==> src/rtl/hcbd_pkg.sv <==
// Shared types, codes and helpers for the chunked body decoder.
package hcbd_pkg;

  // Width of the saturating payload counter
  localparam int unsigned LENGTH_BITS = 24;
  // Width of the decoded length reported on the result word
  localparam int unsigned LEN_OUT_W   = 24;
  localparam int unsigned SIZE_W      = 32;

  localparam logic [LENGTH_BITS-1:0] LEN_MAX = {LENGTH_BITS{1'b1}};

  localparam logic [7:0] CH_CR  = 8'h0D;
  localparam logic [7:0] CH_LF  = 8'h0A;
  localparam logic [7:0] CH_NUL = 8'h00;

  // Digit value meaning "not a hex digit"
  localparam logic [4:0] HEX_NONE = 5'd16;

  typedef enum logic [2:0] {
    PH_SIZE     = 3'd0,
    PH_SIZE_CR  = 3'd1,
    PH_DATA     = 3'd2,
    PH_TRAIL    = 3'd3,
    PH_TRAIL_CR = 3'd4,
    PH_DONE     = 3'd5
  } phase_e;

  typedef enum logic [1:0] {
    KIND_ZERO_CHUNK = 2'd0,
    KIND_IN_SIZE    = 2'd1,
    KIND_TRUNCATED  = 2'd2,
    KIND_ZERO_BYTE  = 2'd3
  } end_kind_e;

  // Outcome of one size-line byte
  typedef struct packed {
    phase_e              phase;
    logic                hex_done;
    logic [SIZE_W-1:0]   chunk;
    logic                load;   // chunk size goes to the data countdown
    logic                stop;   // decoding ends here
    end_kind_e           kind;
  } size_res_t;

  // Digit value of an ASCII hex character, HEX_NONE otherwise
  function automatic logic [4:0] hex_digit(logic [7:0] b);
    logic [4:0] d;
    d = HEX_NONE;
    if (b >= 8'h30 && b <= 8'h39) begin
      d = 5'(b - 8'h30);
    end else if (b >= 8'h61 && b <= 8'h66) begin
      d = 5'(b - 8'h61 + 8'd10);
    end else if (b >= 8'h41 && b <= 8'h46) begin
      d = 5'(b - 8'h41 + 8'd10);
    end
    return d;
  endfunction

  // One byte of a size line
  function automatic size_res_t size_step(phase_e ph, logic hd,
                                          logic [SIZE_W-1:0] cv, logic [7:0] b);
    size_res_t  r;
    logic [4:0] d;
    d          = hex_digit(b);
    r.phase    = ph;
    r.hex_done = hd;
    r.chunk    = cv;
    r.load     = 1'b0;
    r.stop     = 1'b0;
    r.kind     = KIND_ZERO_CHUNK;
    if (b == CH_NUL) begin
      r.phase = PH_DONE;
      r.stop  = 1'b1;
      r.kind  = KIND_ZERO_BYTE;
    end else if (ph == PH_SIZE_CR && b == CH_LF) begin
      if (cv == '0) begin
        r.phase = PH_DONE;
        r.stop  = 1'b1;
        r.kind  = KIND_ZERO_CHUNK;
      end else begin
        r.load  = 1'b1;
        r.phase = PH_DATA;
      end
    end else begin
      if (!hd) begin
        if (d != HEX_NONE) begin
          r.chunk = {cv[SIZE_W-5:0], (d[3:0] & 4'hF)};
        end else begin
          r.hex_done = 1'b1;
        end
      end
      r.phase = (b == CH_CR) ? PH_SIZE_CR : PH_SIZE;
    end
    return r;
  endfunction

endpackage

==> src/rtl/http_chunked_body_decoder_unit.sv <==
// Chunked body decoder: one input word per cycle unless stalled, one result word at most.
// A result word is registered in the output register, or in the skid stage on output stall.
// Throughput: one input word every cycle unless stalled; the decode state update is a single
// registered step (compare, shift or decrement), backed by an output register and skid stage.
// Reset: asynchronous, active low; clears decode state and the valids of both result stages.
module http_chunked_body_decoder_unit (
  input  logic                           clk_i,
  input  logic                           rst_ni,
  input  logic                           in_valid_i,
  output logic                           in_stall_o,
  input  logic [7:0]                     in_byte_i,
  input  logic                           last_byte_i,
  output logic                           out_valid_o,
  input  logic                           out_stall_i,
  output logic                           byte_valid_o,
  output logic [7:0]                     out_byte_o,
  output logic                           body_end_o,
  output logic [hcbd_pkg::LEN_OUT_W-1:0] decoded_length_o,
  output logic [1:0]                     end_kind_o
);
  import hcbd_pkg::*;

  typedef struct packed {
    logic                 byte_valid;
    logic [7:0]           data;
    logic                 body_end;
    logic [LEN_OUT_W-1:0] length;
    logic [1:0]           kind;
  } result_t;

  // Decode state
  phase_e                 phase_q, phase_n, phase_d;
  logic                   hex_done_q, hex_done_n, hex_done_d;
  logic [SIZE_W-1:0]      chunk_q, chunk_n, chunk_d;
  logic [SIZE_W-1:0]      left_q, left_n, left_d;
  logic [LENGTH_BITS-1:0] count_q, count_n, count_d;
  end_kind_e              stop_kind_q, stop_kind_n, stop_kind_d;

  // Result stages
  result_t res, out_q, skid_q;
  logic    res_valid, pass_byte;
  logic    out_valid_q, skid_valid_q;
  logic    accept, out_take, out_free;

  size_res_t sz_cur, sz_line, sz_cr, sz_sel;
  logic      use_sz;

  assign accept   = in_valid_i & ~skid_valid_q;
  assign out_take = out_valid_q & ~out_stall_i;
  assign out_free = ~out_valid_q | out_take;

  // Size-line candidates: current line, fresh line, line opened by a held CR
  assign sz_cur  = size_step(phase_q, hex_done_q, chunk_q, in_byte_i);
  assign sz_line = size_step(PH_SIZE, 1'b0, '0, in_byte_i);
  assign sz_cr   = size_step(PH_SIZE_CR, 1'b1, '0, in_byte_i);

  // Next state for one word
  always_comb begin
    phase_n     = phase_q;
    hex_done_n  = hex_done_q;
    chunk_n     = chunk_q;
    left_n      = left_q;
    count_n     = count_q;
    stop_kind_n = stop_kind_q;
    pass_byte   = 1'b0;
    use_sz      = 1'b0;
    sz_sel      = sz_cur;
    unique case (phase_q)
      PH_SIZE, PH_SIZE_CR: begin
        use_sz = 1'b1;
      end
      PH_DATA: begin
        pass_byte = 1'b1;
        if (count_q != LEN_MAX) begin
          count_n = count_q + 1'b1;
        end
        left_n = left_q - 1'b1;
        if (left_q == SIZE_W'(1)) begin
          phase_n = PH_TRAIL;
        end
      end
      PH_TRAIL: begin
        if (in_byte_i == CH_LF) begin
          phase_n    = PH_SIZE;
          hex_done_n = 1'b0;
          chunk_n    = '0;
        end else if (in_byte_i == CH_CR) begin
          phase_n = PH_TRAIL_CR;
        end else begin
          use_sz = 1'b1;
          sz_sel = sz_line;
        end
      end
      PH_TRAIL_CR: begin
        if (in_byte_i == CH_LF) begin
          phase_n    = PH_SIZE;
          hex_done_n = 1'b0;
          chunk_n    = '0;
        end else begin
          // held CR opens the next size line
          use_sz = 1'b1;
          sz_sel = sz_cr;
        end
      end
      default: ;  // stopped, and codes with no meaning
    endcase
    if (use_sz) begin
      phase_n    = sz_sel.phase;
      hex_done_n = sz_sel.hex_done;
      chunk_n    = sz_sel.chunk;
      if (sz_sel.load) begin
        left_n = sz_sel.chunk;
      end
      if (sz_sel.stop) begin
        stop_kind_n = sz_sel.kind;
      end
    end
  end

  // End of body returns the decode state to its reset values
  always_comb begin
    if (last_byte_i) begin
      phase_d     = PH_SIZE;
      hex_done_d  = 1'b0;
      chunk_d     = '0;
      left_d      = '0;
      count_d     = '0;
      stop_kind_d = KIND_ZERO_CHUNK;
    end else begin
      phase_d     = phase_n;
      hex_done_d  = hex_done_n;
      chunk_d     = chunk_n;
      left_d      = left_n;
      count_d     = count_n;
      stop_kind_d = stop_kind_n;
    end
  end

  // Result word
  always_comb begin
    res_valid      = pass_byte | last_byte_i;
    res.byte_valid = pass_byte;
    res.data       = pass_byte ? in_byte_i : 8'h00;
    res.body_end   = last_byte_i;
    res.length     = LEN_OUT_W'(count_n);
    res.kind       = KIND_ZERO_CHUNK;
    if (last_byte_i) begin
      unique case (phase_n)
        PH_DATA:                                    res.kind = KIND_TRUNCATED;
        PH_SIZE, PH_SIZE_CR, PH_TRAIL, PH_TRAIL_CR: res.kind = KIND_IN_SIZE;
        default:                                    res.kind = stop_kind_n;
      endcase
    end
  end

  // Decode state registers
  always_ff @(posedge clk_i or negedge rst_ni) begin
    if (!rst_ni) begin
      phase_q     <= PH_SIZE;
      hex_done_q  <= 1'b0;
      chunk_q     <= '0;
      left_q      <= '0;
      count_q     <= '0;
      stop_kind_q <= KIND_ZERO_CHUNK;
    end else if (accept) begin
      phase_q     <= phase_d;
      hex_done_q  <= hex_done_d;
      chunk_q     <= chunk_d;
      left_q      <= left_d;
      count_q     <= count_d;
      stop_kind_q <= stop_kind_d;
    end
  end

  // Output register and skid stage valids
  always_ff @(posedge clk_i or negedge rst_ni) begin
    if (!rst_ni) begin
      out_valid_q  <= 1'b0;
      skid_valid_q <= 1'b0;
    end else if (out_free) begin
      if (skid_valid_q) begin
        out_valid_q  <= 1'b1;
        skid_valid_q <= 1'b0;
      end else begin
        out_valid_q <= accept & res_valid;
      end
    end else if (accept & res_valid) begin
      skid_valid_q <= 1'b1;
    end
  end

  // Result payloads
  always_ff @(posedge clk_i) begin
    if (out_free) begin
      out_q <= skid_valid_q ? skid_q : res;
    end else if (accept & res_valid) begin
      skid_q <= res;
    end
  end

  assign in_stall_o       = skid_valid_q;
  assign out_valid_o      = out_valid_q;
  assign byte_valid_o     = out_q.byte_valid;
  assign out_byte_o       = out_q.data;
  assign body_end_o       = out_q.body_end;
  assign decoded_length_o = out_q.length;
  assign end_kind_o       = out_q.kind;

endmodule
==> config.mk <==
export PLATFORM = sky130hd
export DESIGN_NAME = http_chunked_body_decoder_unit
export DESIGN_NICKNAME = d
export VERILOG_FILES = /design/src/rtl/hcbd_pkg.sv /design/src/rtl/http_chunked_body_decoder_unit.sv
export SDC_FILE = /design/constraint.sdc
export NUM_CORES = 1
export LEC_CHECK = 0
export ABC_AREA = 1
export BUFFER_PORTS_ARGS = -buffer_cell sky130_fd_sc_hd__buf_4
export CAP_MARGIN = 40
export CORE_MARGIN = 4
export CORE_UTILIZATION = 45
export CTS_BUF_LIST = sky130_fd_sc_hd__clkbuf_8
export CTS_CLUSTER_SIZE = 10
export DETAILED_ROUTE_END_ITERATION = 12
export GPL_TIMING_DRIVEN = 1
export MAX_ROUTING_LAYER = met4
export RECOVER_POWER = 100
export SLEW_MARGIN = 40
export SYNTH_ARGS = -nofsm -noshare
export SYNTH_HDL_FRONTEND = slang
export SYNTH_SLANG_ARGS = --single-unit
==> constraint.sdc <==
create_clock -name clk_i -period 3.11 [get_ports clk_i]
set_input_delay 0.311 -clock clk_i [delete_from_list [all_inputs] [get_ports clk_i]]
set_output_delay 0.311 -clock clk_i [all_outputs]
set_load 0.03 [all_outputs]
==> results of run 1 <==
[state kept, by name (all words and copies together), names as in the netlist]
name	cells
in_stall_o	1
decoded_length_o	24
skid_q	36
left_q	32
byte_valid_o	1
body_end_o	1
hex_done_q	1
out_valid_o	1
count_q	24
out_byte_o	8
chunk_q	32
phase_q	3
stop_kind_q	2
end_kind_o	2
[critical path: stages, from the launching register on]
cell	delay (ns)
dfrtp_1	0.43
inv_2	0.12
nand3_1	0.37
nor2_1	0.32
nand2_1	0.11
nor2_1	0.22
nand2_1	0.17
nor3_2	0.26
nand2_1	0.11
xor2_1	0.15
o21ai_1	0.11
nand2_1	0.07
[area by class of cell]
type	count	area, um2	share of cell area (%)
clock buffers	17	234	2.31
multi-input cells	795	3940	39.0
repair buffers	67	395	3.91
clock inverters	15	129	1.27
flip-flops and latches	168	4560	45.1
inverters	137	514	5.08
well taps	270	338	3.34
[power by group through the flow]
| stage | Clock (mW) | Sequential [mW] | Combinational [mW] |
|---|---|---|---|
| floorplan | 0 | 2.62 | 0.281 |
| global placement | 0 | 2.51 | 0.634 |
| detailed placement | 0 | 2.51 | 0.635 |
| CTS | 1.55 | 2.47 | 0.638 |
| global route | 1.63 | 2.48 | 0.633 |
| finish | 1.50 | 2.47 | 0.573 |
[worst paths after layout]
check / slack [ns] / endpoint / depth (start not counted) / from
min reg2reg: 0.50 / stop_kind_q[1]$_DFFE_PN0P_ / 2 / stop_kind_q[1]$_DFFE_PN0P_
min in group asynchronous: 0.47 / chunk_q[20]$_DFFE_PN0P_ / 3 / rst_ni
min: 0.20 / skid_q[26]$_DFFE_PP_ / 1 / last_byte_i
max reg2reg: 0.56 / left_q[26]$_DFFE_PN0P_ / 11 / phase_q[2]$_DFFE_PN0P_
max in group asynchronous: 2.18 / count_q[14]$_DFFE_PN0P_ / 3 / rst_ni
max: 0.56 / left_q[26]$_DFFE_PN0P_ / 11 / phase_q[2]$_DFFE_PN0P_
[metal layers]
layer / track usage [%] / vias to the layer above / routed length [um]
met5: - / - / 0
li1: - / 3918 / -
met3: 3.04 / 26 / 701
met2: 32.2 / 165 / 10800
met4: 6.46 / 0 / 334
met1: 28.3 / 3666 / 11000
[cells in the mapped netlist, types with 2 or more instances]
master    instances
a21o_1            4
a21oi_1          54
a21oi_2           2
buf_2            15
buf_6             4
clkbuf_1         26
dfrtp_1          96
edfxtp_1         72
ha_1              7
inv_1           124
inv_2            12
nand2_1         258
nand2_2           4
nand2_4           2
nand3_1          85
nand3b_1          3
nand4_1          20
nor2_1          110
nor2_2            5
nor2_4            2
nor3_1           15
nor3_2            3
nor4_1            3
o211ai_1          7
o21ai_0          52
o21ai_1          66
o21ai_2           2
o22ai_1          32
o22ai_2          11
xnor2_1           5
xor2_1           33
[placed cells by master (no fill, tap or decap), drive strengths merged]
cell	count
xnor2	5
nor3	18
nand3	86
clkinvlp	4
clkbuf	60
nor4	4
clkinv	6
a21o	4
o211ai	8
or2	2
nand4	21
dfrtp	96
nand3b	3
o22ai	43
nand2	264
xor2	33
dlygate4sd3	1
bufinv	1
buf	23
o21ai	120
nand2b	1
nor2	117
a21oi	56
ha	7
inv	141
and3	1
a32oi	1
edfxtp	72
a31oi	1
[cells by family after synthesis]
group | Yosys count | synth area share (%)
compound gates | 233 | 14.4
xor+xnor | 38 | 3.57
fa+ha+maj | 7 | 0.940
buf+inv | 185 | 8.03
flops | 168 | 49.0
simple gates | 517 | 24.0
[stage by stage]
stage	setup slack (ns)	cell area (um2)	std cells	utilization (%)	hold WS, ns
after floorplan	0.211	9320	1148	-	0.0154
after global placement	0.745	9980	1436	49.2	0.429
after detailed placement	0.709	9980	1436	49.2	0.422
after CTS	0.787	10400	1469	51.0	0.0413
after global routing	0.305	10100	1469	49.8	0.178
final	0.562	10100	1469	49.8	0.204
==> flow_metrics.env, run 1 <==
export IMPL_status="finished with violations"
export IMPL_failed_checks="max-capacitance violations, max-slew violations"
export IMPL_die_w_um=152
export IMPL_grt_overflow_total=0
export IMPL_fin_skew_ns=0.0214
export IMPL_grt_util_all_layers_pct=20.7
export IMPL_max_clock_freq_mhz=393
export IMPL_vdd_drop_max_uv=268
export IMPL_synth_edf_count=72
export IMPL_yosysUniqueCellTypes=45
export IMPL_clkTransAtPathRegs_ns=0.10
export IMPL_synth_area_mm2=0.00932
export IMPL_synth_cells=1148
export IMPL_syn_nets=1168
export IMPL_drv_cap=1
export IMPL_fin_nets=1206
export IMPL_relSlewSlack_pct=-34.0
export IMPL_synth_top_area_share_pct=25.8
export IMPL_cts_sinks=168
export IMPL_core_mm2=0.0203
export IMPL_vias=7775
export IMPL_finalMaxSlewViolations=39
export IMPL_power_frac_seq_pct=54.3
export IMPL_die_y_um=152
export IMPL_n_antenna_cell=0
export IMPL_async_reset_ff_share_pct=57.1
export IMPL_clk_latency_ns=0.47
export IMPL_finalSetupViolCount=0
export IMPL_pwr_share_clk_pct=33.1
export IMPL_critPathLaunchType="flip-flop"
export IMPL_cts_tree="done"
export IMPL_yosys_register_bits=168
export IMPL_rows=52
export IMPL_synth_ff_type="dfrtp_1"
export IMPL_syn_to_final_growth_pct=8.60
export IMPL_root_buffer="clkbuf_8"
export IMPL_drt_first_pass_iters=5
export IMPL_synth_top_area_cell="dfrtp_1"
export IMPL_layout_drive_gt1_share_pct=7.34
export IMPL_power_switching_mw=1.35
export IMPL_ioPinCount=51
export IMPL_cp_required_ns=3.47
export IMPL_gp_congestion=0.897
export IMPL_h_tree_depth=4
export IMPL_grt_pass1_vias=7439
export IMPL_critPathMaxFanout=11
export IMPL_nFillCells=2041
export IMPL_worstMarginPinSlew_ns=2.01
export IMPL_cp_end_kind="flip-flop"
export IMPL_grt_pass1_wl_um=38500
export IMPL_wl_per_cell_um=15.5
export IMPL_hp_class="primary input to flip-flop"
export IMPL_hold_buffers=1
export IMPL_rsz0062_at_grt="false"
export IMPL_worstPathArrival_ns=2.90
export IMPL_die_area_mm2=0.0231
export IMPL_power_density_mw_per_mm2=449
export IMPL_cts_resized=0
export IMPL_drtAntennaViolNets=0
export IMPL_grt_max_degree=97
export IMPL_start_util_pct=45.9
export IMPL_fin_crit_ns=2.55
export IMPL_p_total_mw=4.54
export IMPL_ys_warn_count=0
export IMPL_cts_buffers=17
export IMPL_swShare_pct=29.7
export IMPL_drt_total_wl_um=22800
export IMPL_drt_iter0_markers=568
export IMPL_combPwrFrac_pct=12.6
export IMPL_portBuffers=50
export IMPL_fin_setup_tns_ns=0
export IMPL_p_leak_nw=4.54
export IMPL_drt_vias_per_instance=5.29
export IMPL_yosysSeqAreaShare_pct=49.0
export IMPL_finalCritPeriodShare_pct=81.9
export IMPL_p_int_mw=3.19
export IMPL_synthTopCellsByArea="dfrtp_1, edfxtp_1, nand2_1"
export IMPL_route_detailed_drc=0
export IMPL_finalHoldViolCount=0
export IMPL_synth_area_per_cell_um2=8.12
export IMPL_antenna_found_initial=0
export IMPL_path_class="flip-flop to flip-flop"
export IMPL_clockBufferDepth=2
export IMPL_hpwlAfterDp_um=15400
export IMPL_cts_setup_buffers=0
No activity file was read; power rests on OpenSTA's default activity.
==> run 2, diff against run 1 <==
==> constraint.sdc (replaced) <==
create_clock -name clk_i -period 2.2 [get_ports clk_i]
set_input_delay 0.22 -clock clk_i [delete_from_list [all_inputs] [get_ports clk_i]]
set_output_delay 0.22 -clock clk_i [all_outputs]
set_load 0.03 [all_outputs]
==> flow_metrics.env, run 2 (synthesized netlist as in run 1, its figures left out) <==
export IMPL_status="finished, final reports clean"
export IMPL_largest_reg_flops=36
export IMPL_critPathLaunchType="flip-flop"
export IMPL_clockBufferDepth=2
export IMPL_whs_endpoint="skid_q[34]$_DFFE_PP_"
export IMPL_wl_per_cell_um=15.3
export IMPL_grt_pass1_wl_um=38600
export IMPL_cp_required_ns=2.41
export IMPL_worstPathArrival_ns=2.25
export IMPL_fin_setup_tns_ns=0
export IMPL_layout_drive_gt1_share_pct=16.1
export IMPL_max_clock_freq_mhz=490
export IMPL_hpwlAfterDp_um=16400
export IMPL_h_tree_depth=4
export IMPL_relSlewSlack_pct=1.03
export IMPL_fin_nets=1252
export IMPL_cp_end_kind="flip-flop"
export IMPL_r2r_end="decoded_length_o[20]$_DFFE_PN_"
export IMPL_vias=7882
export IMPL_gp_congestion=0.919
export IMPL_layout_common_cells="nand2_1, inv_1, nor2_1"
export IMPL_power_density_mw_per_mm2=618
export IMPL_fin_skew_ns=0.0194
export IMPL_cts_buffers=17
export IMPL_core_mm2=0.0203
export IMPL_syn_to_final_growth_pct=16.3
export IMPL_hp_class="primary input to flip-flop"
export IMPL_ff2ff_setup_slack_ns=0.16
export IMPL_cts_tree="done"
export IMPL_finalCritPeriodShare_pct=92.8
export IMPL_grt_pass1_vias=7676
export IMPL_drt_first_pass_iters=7
export IMPL_fin_hold_ws_ns=0.131
export IMPL_ioPinCount=51
export IMPL_portBuffers=50
export IMPL_rr_startpoint="count_q[1]$_DFFE_PN0P_"
export IMPL_instances_no_fill=1515
export IMPL_drv_cap=0
export IMPL_p_leak_nw=4.98
export IMPL_die_area_mm2=0.0231
export IMPL_clkTransAtPathRegs_ns=0.10
export IMPL_grt_util_all_layers_pct=20.7
export IMPL_antenna_found_initial=0
export IMPL_die_y_um=152
export IMPL_reg_largest_list="skid_q (36), chunk_q (32), left_q (32)"
export IMPL_route_detailed_drc=0
export IMPL_drt_total_wl_um=23200
export IMPL_finalHoldViolCount=0
export IMPL_min_delay_path_depth=3
export IMPL_placed_cells=1479
export IMPL_final_common_cell="nand2_1"
export IMPL_cts_sinks=168
export IMPL_rows=52
export IMPL_regMostFlops="skid_q"
export IMPL_finalSetupViolCount=0
export IMPL_clk_latency_ns=0.46
export IMPL_worstMarginPinSlew_ns=1.48
export IMPL_r2r_cells=10
export IMPL_place_ws_ns=-0.0933
export IMPL_n_antenna_cell=0
export IMPL_root_buffer="clkbuf_8"
export IMPL_p_total_mw=6.69
export IMPL_rsz0062_at_grt="true"
export IMPL_start_util_pct=45.9
export IMPL_finalMaxSlewViolations=0
export IMPL_vdd_drop_max_uv=340
export IMPL_die_w_um=152
export IMPL_drtAntennaViolNets=0
export IMPL_drt_iter0_markers=582
export IMPL_grt_max_degree=49
export IMPL_setup_ws_ns=0.158
export IMPL_min_from="in_byte_i[7]"
export IMPL_drt_vias_per_instance=5.20
export IMPL_critPathMaxFanout=4
export IMPL_path_class="flip-flop to flip-flop"
export IMPL_fin_crit_ns=2.04
export IMPL_grt_overflow_total=0
==> run 2: cell types whose count changed in the layout (fill, tap and decap cells not counted), sizes merged <==
cell / change
buf: +85
clkbuf: -39
clkinv: -3
bufinv: +1
dlygate4sd3: +1
inv: +1
==> run 2: layout make-up <==
cell class	count	area (um2)
inverters	137	517
multi-input cells	795	4080
well taps	270	338
clock inverters	14	150
repair buffers	113	937
clock buffers	18	248
flip-flops and latches	168	4570
fillers	1944	9470
==> run 2: power by group <==
part / switching, mW / internal [mW]
logic: 0.643 / 0.314
clock network: 1.20 / 1.05
registers: 0.0660 / 3.42
total: 1.91 / 4.78
==> run 2: worst max path at each step <==
stage | from | end | slack (ns) | cells past startpoint
after CTS | count_q[3]$_DFFE_PN0P_ | decoded_length_o[22]$_DFFE_PN_ | 0.11 | 8
after detailed placement | in_byte_i[1] | chunk_q[0]$_DFFE_PN0P_ | -0.09 | 13
after global placement | in_byte_i[1] | chunk_q[0]$_DFFE_PN0P_ | -0.04 | 13
after floorplan | phase_q[2]$_DFFE_PN0P_ | skid_q[0]$_DFFE_PP_ | 0.002 | 7
final | count_q[1]$_DFFE_PN0P_ | decoded_length_o[20]$_DFFE_PN_ | 0.16 | 10
after global routing | left_q[1]$_DFFE_PN0P_ | left_q[26]$_DFFE_PN0P_ | -0.03 | 12
==> run 2: worst max-delay path, stage by stage, from the launching register on <==
cell	delay, ns
dfrtp_1	0.41
ha_2	0.24
nand2_2	0.10
nor2_4	0.12
nand3b_1	0.13
nor2_1	0.12
nand4_1	0.14
nand2b_1	0.19
xor2_1	0.19
nand2_1	0.08
nand2_1	0.07
==> run 2: layer usage <==
layer | vias to the layer above | routed length, um | global-route usage (%)
met5 | - | 0 | -
met4 | 0 | 285 | 5.09
met3 | 28 | 904 | 3.38
met2 | 169 | 10700 | 32.2
met1 | 3687 | 11300 | 28.7
li1 | 3998 | - | -
==> run 2: what timing repair did <==
action,4_1_cts,5_1_grt
hold buffers,2,0
buffers inserted,0,2
endpoints found under the hold margin,24,0
endpoints found under the setup margin,0,20
gates resized for setup,0,17
==> run 2: metrics by stage <==
step	utilization (%)	instance area [um2]
6_report	53.4	10800
5_1_grt	53.4	10800
4_1_cts	53.0	10800
3_5_place_dp	51.0	10300
3_3_place_gp	51.0	10300
2_1_floorplan	-	9330
==> run 3, diff against run 2 <==
--- a/config.mk
+++ b/config.mk
@@ -16,6 +16,7 @@
 export GPL_TIMING_DRIVEN = 1
 export MAX_ROUTING_LAYER = met4
 export RECOVER_POWER = 100
+export SKIP_LAST_GASP = 1
 export SLEW_MARGIN = 40
 export SYNTH_ARGS = -nofsm -noshare
 export SYNTH_HDL_FRONTEND = slang
==> constraint.sdc (replaced) <==
create_clock -name clk_i -period 2.49 [get_ports clk_i]
set_input_delay 0.249 -clock clk_i [delete_from_list [all_inputs] [get_ports clk_i]]
set_output_delay 0.249 -clock clk_i [all_outputs]
set_load 0.03 [all_outputs]
==> flow_metrics.env, run 3 (synthesized netlist as in run 1, its figures left out) <==
export IMPL_grt_max_degree=45
export IMPL_die_y_um=152
export IMPL_rsz0062_at_grt="false"
export IMPL_place_ws_ns=0.256
export IMPL_drt_total_wl_um=23400
export IMPL_ioPinCount=51
export IMPL_fin_crit_ns=2.25
export IMPL_fin_nets=1219
export IMPL_status="finished, final reports clean"
export IMPL_regMostFlops="skid_q"
export IMPL_fin_hold_ws_ns=0.169
export IMPL_syn_to_final_growth_pct=9.96
export IMPL_cts_resized=0
export IMPL_drv_cap=0
export IMPL_finalMaxSlewViolations=0
export IMPL_cts_tree="done"
export IMPL_final_core_util_pct=50.5
export IMPL_min_delay_path_depth=3
export IMPL_reg_largest_list="skid_q (36), chunk_q (32), left_q (32)"
export IMPL_setup_ws_ns=0.243
export IMPL_drt_iter0_markers=591
export IMPL_power_density_mw_per_mm2=568
export IMPL_worstPathArrival_ns=2.53
export IMPL_layout_common_cells="nand2_1, inv_1, nor2_1"
export IMPL_die_w_um=152
export IMPL_portBuffers=50
export IMPL_core_mm2=0.0203
export IMPL_clk_latency_ns=0.46
export IMPL_grt_pass1_wl_um=39600
export IMPL_cp_end_kind="flip-flop"
export IMPL_worstMarginPinSlew_ns=1.09
export IMPL_layout_drive_gt1_share_pct=8.58
export IMPL_start_util_pct=45.9
export IMPL_finalCritPeriodShare_pct=90.3
export IMPL_path_class="flip-flop to flip-flop"
export IMPL_hold_buffers=2
export IMPL_nFillCells=2035
export IMPL_r2r_cells=10
export IMPL_clockBufferDepth=2
export IMPL_gp_congestion=0.868
export IMPL_finalSetupViolCount=0
export IMPL_drtAntennaViolNets=0
export IMPL_cp_required_ns=2.78
export IMPL_fin_setup_tns_ns=0
export IMPL_grt_pass1_vias=7682
export IMPL_relSlewSlack_pct=27.3
export IMPL_clkTransAtPathRegs_ns=0.09
export IMPL_grt_util_all_layers_pct=21.1
export IMPL_p_leak_nw=4.63
export IMPL_hpwlAfterDp_um=16400
export IMPL_fin_skew_ns=0.0178
export IMPL_route_detailed_drc=0
export IMPL_max_clock_freq_mhz=445
export IMPL_die_area_mm2=0.0231
export IMPL_vdd_drop_max_uv=375
export IMPL_h_tree_depth=4
export IMPL_cts_sinks=168
export IMPL_drt_first_pass_iters=5
export IMPL_antenna_found_initial=0
export IMPL_cts_setup_buffers=0
export IMPL_grt_overflow_total=0
export IMPL_hp_class="primary input to flip-flop"
export IMPL_wl_per_cell_um=15.8
export IMPL_critPathMaxFanout=29
export IMPL_n_antenna_cell=0
export IMPL_largest_reg_flops=36
export IMPL_finalHoldViolCount=0
export IMPL_final_common_cell="nand2_1"
export IMPL_cts_buffers=17
export IMPL_rows=52
export IMPL_vias=7899
export IMPL_root_buffer="clkbuf_8"
export IMPL_critPathLaunchType="flip-flop"
export IMPL_drt_vias_per_instance=5.33
-- run 3: final cells by class --
| type | count | area (um2) | share of cell area, % |
|---|---|---|---|
| Sequential cell | 168 | 4560 | 44.6 |
| Multi-Input combinational cell | 795 | 3940 | 38.4 |
| Inverter | 137 | 514 | 5.02 |
| Timing Repair Buffer | 80 | 487 | 4.75 |
| Tap cell | 270 | 338 | 3.30 |
| Clock buffer | 19 | 262 | 2.55 |
| Clock inverter | 13 | 143 | 1.39 |
-- run 3: worst paths after layout --
check | slack [ns] | start | end
setup / recovery | 0.24 | phase_q[1]$_DFFE_PN0P_ | chunk_q[23]$_DFFE_PN0P_
hold reg to reg | 0.51 | stop_kind_q[0]$_DFFE_PN0P_ | stop_kind_q[0]$_DFFE_PN0P_
max in group asynchronous | 0.51 | rst_ni | chunk_q[5]$_DFFE_PN0P_
min in group asynchronous | 0.46 | rst_ni | chunk_q[19]$_DFFE_PN0P_
hold / removal | 0.17 | in_byte_i[5] | skid_q[32]$_DFFE_PP_
setup reg to reg | 0.24 | phase_q[1]$_DFFE_PN0P_ | chunk_q[23]$_DFFE_PN0P_
-- run 3: routing by layer --
layer	track usage, %	vias up	share of wire [%]
li1	-	3934	-
met1	28.5	3750	47
met2	34.0	192	47
met3	2.87	23	4.4
met4	5.48	0	1.6
met5	-	-	0
-- run 3: worst max-delay path, cell delays in order (launching register included) --
cell and delay, ns:
dfrtp_1 0.44, nor2_1 0.18, o21ai_2 0.11, nor2_1 0.18
nand2_4 0.14, nand2_4 0.10, inv_2 0.05, o211ai_2 0.06
nand2_1 0.14, inv_2 0.51, o22ai_1 0.17
-- run 3: through the flow --
stage                     area (um2)  power [mW]  cells
after CTS                      10500        5.97   1482
after global routing           10200        6.09   1482
final                          10200        5.82   1482
after floorplan                 9330        3.62   1148
after global placement         10100        3.94   1448
after detailed placement       10100        3.94   1448
-- run 3: power breakdown --
part	internal (mW)	switching, mW	total [mW]
logic	0.178	0.538	0.716
registers	3.02	0.0577	3.08
clock network	0.956	1.07	2.02
